--- config.mk ---
export PLATFORM = sky130hd
export DESIGN_NAME = ipcr_dur_ram
export DESIGN_NICKNAME = d
export VERILOG_FILES = /design/src/rtl/ipcr_pkg.sv /design/src/rtl/ipcr_dur_ram.sv
export SDC_FILE = /design/constraint.sdc
export NUM_CORES = 2
export LEC_CHECK = 0
export BUFFER_PORTS_ARGS = -buffer_cell sky130_fd_sc_hd__buf_2
export CAP_MARGIN = 20
export CORE_UTILIZATION = 30
export CTS_CLUSTER_DIAMETER = 150
export DETAILED_ROUTE_END_ITERATION = 10
export GPL_TIMING_DRIVEN = 0
export PLACE_DENSITY = 0.54
export SLEW_MARGIN = 30
export SYNTH_ARGS = -nofsm -noshare
export SYNTH_HDL_FRONTEND = slang
export SYNTH_SLANG_ARGS = --single-unit
--- constraint.sdc ---
create_clock -name aclk -period 2.8 [get_ports aclk]
set_clock_uncertainty 0.2 [all_clocks]
set_input_delay 0.28 -clock aclk [delete_from_list [all_inputs] [get_ports aclk]]
set_output_delay 0.28 -clock aclk [all_outputs]
set_load 0.02 [all_outputs]
--- src/rtl/ipcr_pkg.sv ---
package ipcr_pkg;

    typedef enum logic [2:0] {
        PH_IDLE      = 3'd0,
        PH_WAIT_LOW  = 3'd1,
        PH_WAIT_HIGH = 3'd2,
        PH_CAPTURE   = 3'd3,
        PH_OK        = 3'd4,
        PH_FAILED    = 3'd5,
        PH_REPLAY    = 3'd6,
        PH_DONE      = 3'd7
    } phase_t;

    typedef enum logic [1:0] {
        OP_TICK   = 2'd0,
        OP_ARM    = 2'd1,
        OP_REPLAY = 2'd2,
        OP_READ   = 2'd3
    } opcode_t;

    typedef enum logic [1:0] {
        REG_TIMEOUT      = 2'd0,
        REG_MIN_ENTRIES  = 2'd1,
        REG_CARRIER_HALF = 2'd2
    } cfg_reg_t;

    localparam int DUR_W      = 16;
    localparam int MIN_W      = 9;
    localparam int HALF_W     = 8;
    localparam int CFG_DATA_W = 16;

    localparam logic [DUR_W-1:0]  TIMEOUT_RESET      = 16'd50000;
    localparam logic [MIN_W-1:0]  MIN_ENTRIES_RESET  = 9'd18;
    localparam logic [HALF_W-1:0] CARRIER_HALF_RESET = 8'd13;

endpackage

--- src/rtl/ipcr_dur_ram.sv ---
module ipcr_dur_ram
    import ipcr_pkg::*;
#(
    parameter int DEPTH = 256,
    parameter int AW    = 8
) (
    input  logic             aclk,
    input  logic             wr_en,
    input  logic [AW-1:0]    wr_addr,
    input  logic [DUR_W-1:0] wr_data,
    input  logic             rd_en,
    input  logic [AW-1:0]    rd_addr,
    output logic [DUR_W-1:0] rd_data
);

    logic [DUR_W-1:0] mem [DEPTH];
    logic [DUR_W-1:0] rd_data_reg;

    always_ff @(posedge aclk) begin
        if (wr_en) begin
            mem[wr_addr] <= wr_data;
        end
    end

    always_ff @(posedge aclk) begin
        if (rd_en) begin
            rd_data_reg <= mem[rd_addr];
        end
    end

    assign rd_data = rd_data_reg;

endmodule
After elaboration in Yosys (flattened, before gate mapping)
Memory sizes are Yosys's and may differ from the RTL's. A register that Yosys moved wholly into a read port is not among the register bits.
Index checks and enable logic that the tools add are counted.
- register bits: 0
- RAM bits: 4096
- input bits: 35
- output and inout port bits: 16
- logic and storage cells: 3
- memories kept: 1
- mux-type cells: 2
- memory list (name ; depth ; width ; rd ports ; clocked after memory_dff ; write ports ; line ; text):
    mem ; 256 ; 16 ; 1 ; 1 ; 1 ; ipcr_dur_ram.sv:16 ; logic [DUR_W-1:0] mem [DEPTH];
- operators with widths (operator ; count):
    2-to-1 mux 1 bit ; 2

Longest topological paths before layout
- word-level depth: 2
- gate-level depth with buffers: 12
- depth with buffers taken out: 6

Worst setup path after synthesis
OpenSTA, ideal clock, no wires.
- path type: input-to-reg
- start point: input port rd_addr[0]
- end point: register rd_data_reg[4], in the netlist rd_data[4] (read register of mem), data pin
- library setup time: 265 ps
- arrival: 2264 ps
- required time: 2335 ps
- slack: 71 ps
- cell stages on the path: 8
- buffers on the path: 3
- path through: buf_6 buf_6 buf_2 mux4_2 mux4_2 a22o_1 o32ai_2 nor4_2
- RTL lines (item ; line ; text):
    start: declaration ; ipcr_dur_ram.sv:12 ; input logic [AW-1:0] rd_addr,
    end: declaration ; ipcr_dur_ram.sv:17 ; logic [DUR_W-1:0] rd_data_reg;

==> results.ini <==
[cells_and_area]
largest_reg_flops=4096
fill_cells=47600
layout.cells.non_filler=15400
layout.nets=8105
synthToLayoutAreaGrowth_pct=20.2
layout_commonest_cell=edfxtp_1
drive_gt1_share_pct=32.1
layout.cells.most_common_list=edfxtp_1, mux4_2, mux2i_1

[worst_hold_path]
holdPathStages=2
holdPathEnd=mem[121][9]
worstHoldStart=wr_data[9]
hp-class=in -> reg

[clock_tree]
clock_path_buffers=4
cts_tree=built
htreeDepth=5
cts.clk_slew.worst_paths_ns=0.06
numCtsBuffers=408
cts-root-buf=clkbuf_16
cts.sink_count=4112
clock_latency_ns=1.05

[worst_setup_path]
worstPathMaxFanout=11
ff2ff_path_depth=6
cp.arrival_ns=3.72
timing.rr.start=mem[96][1]
critPathLaunchType=input pin
regToRegEndpoint=rd_data[1]
crit_type=in -> reg
required_ns=3.27
r2r_slack_ns=-0.38
end_kind=flip-flop

[logic_synthesis]
ys_ff_latch=4112
synth_area_leaders=edfxtp_1, mux4_2, mux2i_1
synth_area_sq_um=159000
synth-edff-count=4112
synth.largest_area_cell=edfxtp_1
synth_flop_cell=edfxtp_1
synthesis.nets=7395
ys_seq_area_share_pct=77.7
netlist.area_leader.share_pct=77.7
yosys.cell_types.count=51
synthCells=7360
synthArstFlopShare_pct=0
yosysWarnings=0
avgSynthCellArea_sq_um=21.6

[floorplan]
core_sq_um=526000
die_area_sq_um=532000
die_y_um=730
io-pin-count=51
row_count=266
die_w_um=730
start_util_pct=30.2

[job]
drv_cap=0

[global_routing]
grt_pass1_wl_mm=697
grt_antenna_before_repair=52
busiest_layer=met2
grtUsageMet2_pct=29.9
grt_start_max_net_pins=109
grt.met3_usage_pct=4.27
track_usage_pct=19.0
use_met1_pct=25.0
grt_pass1_vias=81600
overflow=0

[placement]
hpwlAfterDp_mm=359
dp_cells=14600
port_buffers=40
place.gp.congestion=0.970

[route]
drt_iter0_markers=10900
drt-total-wl_mm=518
vias=82600
routedWlPerCell_um=33.7
via_per_inst=5.36
drtAntennaViolNets=0
drcViolationCount=0
first_pass_iters=8

[run_status]
status=finished, violations left
violations=setup timing

[timing]
period_needed_ns=3.25
whs_ns=0.0503
tightest_slew_ns=1.10
fmax_mhz=308
setup_viol=84
post-route-period-util_pct=116
final-hold-violation-count=0
timing.final.max_slew_violations=0
setup_slack_ns=-0.451
rsz0062_at_grt=yes
slew_headroom_pct=26.4

[power_and_ir_drop]
power_leakage_nw=59.1
max-vdd-ir-drop_v=0.000610
powerDensity_nw_per_um2=694

area by class of cell:
type / count / area, sq um / area share [%]
Inverter: 4 / 17.5 / 0.00917
Buffer: 451 / 3900 / 2.04
Antenna cell: 19 / 47.5 / 0.0249
Tap cell: 6968 / 8720 / 4.57
Sequential cell: 4112 / 123000 / 64.7
Multi-Input combinational cell: 2792 / 36700 / 19.2
Clock inverter: 278 / 3080 / 1.61
Timing Repair Buffer: 301 / 4620 / 2.42
Clock buffer: 467 / 10400 / 5.46
layer usage:
layer,wire length [um],share of wire [%]
met1,203000,39
met2,240000,46
met3,47300,9.1
met4,27500,5.3
met5,200,0.039
where the power goes:
group	switching (mW)	internal [mW]	total [mW]
logic	5.77	2.82	8.59
registers	0.0373	67.9	67.9
clock network	24.2	31.8	56.0
stage by stage:
stage               setup slack, ns  util (%)  TNS (ns)  instance area [sq um]  total power, mW
finish                       -0.451      36.3     -5.18                 191000              132
global placement              -5.45      31.9         -                 168000             76.7
global route                 -0.316      36.3     -2.36                 191000              135
CTS                          -0.352      36.1     -2.69                 190000              133
floorplan                    0.0711         -         0                 159000             72.6
detailed placement            -3.18      33.0  -1807.29                 174000             77.1
timing repair:
action / CTS / global route
pin swaps: 75 / 63
endpoints found under the setup margin: 16 / 56
resized for setup: 627 / 155
buffers inserted: 19 / 29
endpoints found under the hold margin: 2758 / 32
hold buffers: 29 / 1
synthesized netlist by cell type (20+ instances only):
cell / count
buf_6: 77
o32ai_1: 20
mux2i_1: 565
a22oi_1: 43
mux2_2: 88
buf_4: 26
buf_1: 27
nor3_1: 92
edfxtp_1: 4112
a22o_1: 32
o21ai_0: 37
nand3_1: 35
nor2_1: 304
a221oi_1: 28
a21oi_1: 175
nand2_1: 38
o22ai_1: 148
mux4_2: 797
clkbuf_1: 230
o221ai_1: 252
nand4_1: 26
buf_2: 76
worst max-delay path: stages:
cell      delay, ns
buf_8          0.21
buf_8          0.21
buf_8          0.21
buf_8          0.24
clkbuf_8       0.25
mux4_2         0.26
o32ai_2        0.09
a22oi_2        0.56
nand4_1        0.45
nor4_4         0.86
kinds of logic after synthesis:
logic type	share of synthesized area, %
flip-flops	77.7
multiplexers	15.5
AO/OA/AOI/OAI	3.53
AND/OR/NAND/NOR	1.57
buffers and inverters	1.69
worst max path at each step:
stage | startpoint | to | slack [ns] | cells past startpoint
after floorplan | rd_addr[0] | rd_data[4] | 0.07 | 8
after global placement | rd_addr[2] | rd_data[1] | -5.45 | 9
after detailed placement | rd_addr[2] | rd_data[1] | -3.18 | 10
after CTS | mem[20][4] | rd_data[4] | -0.35 | 5
after global routing | mem[183][1] | rd_data[1] | -0.32 | 5
final | rd_addr[1] | rd_data[1] | -0.45 | 10
No activity file was read; power rests on OpenSTA's default activity.
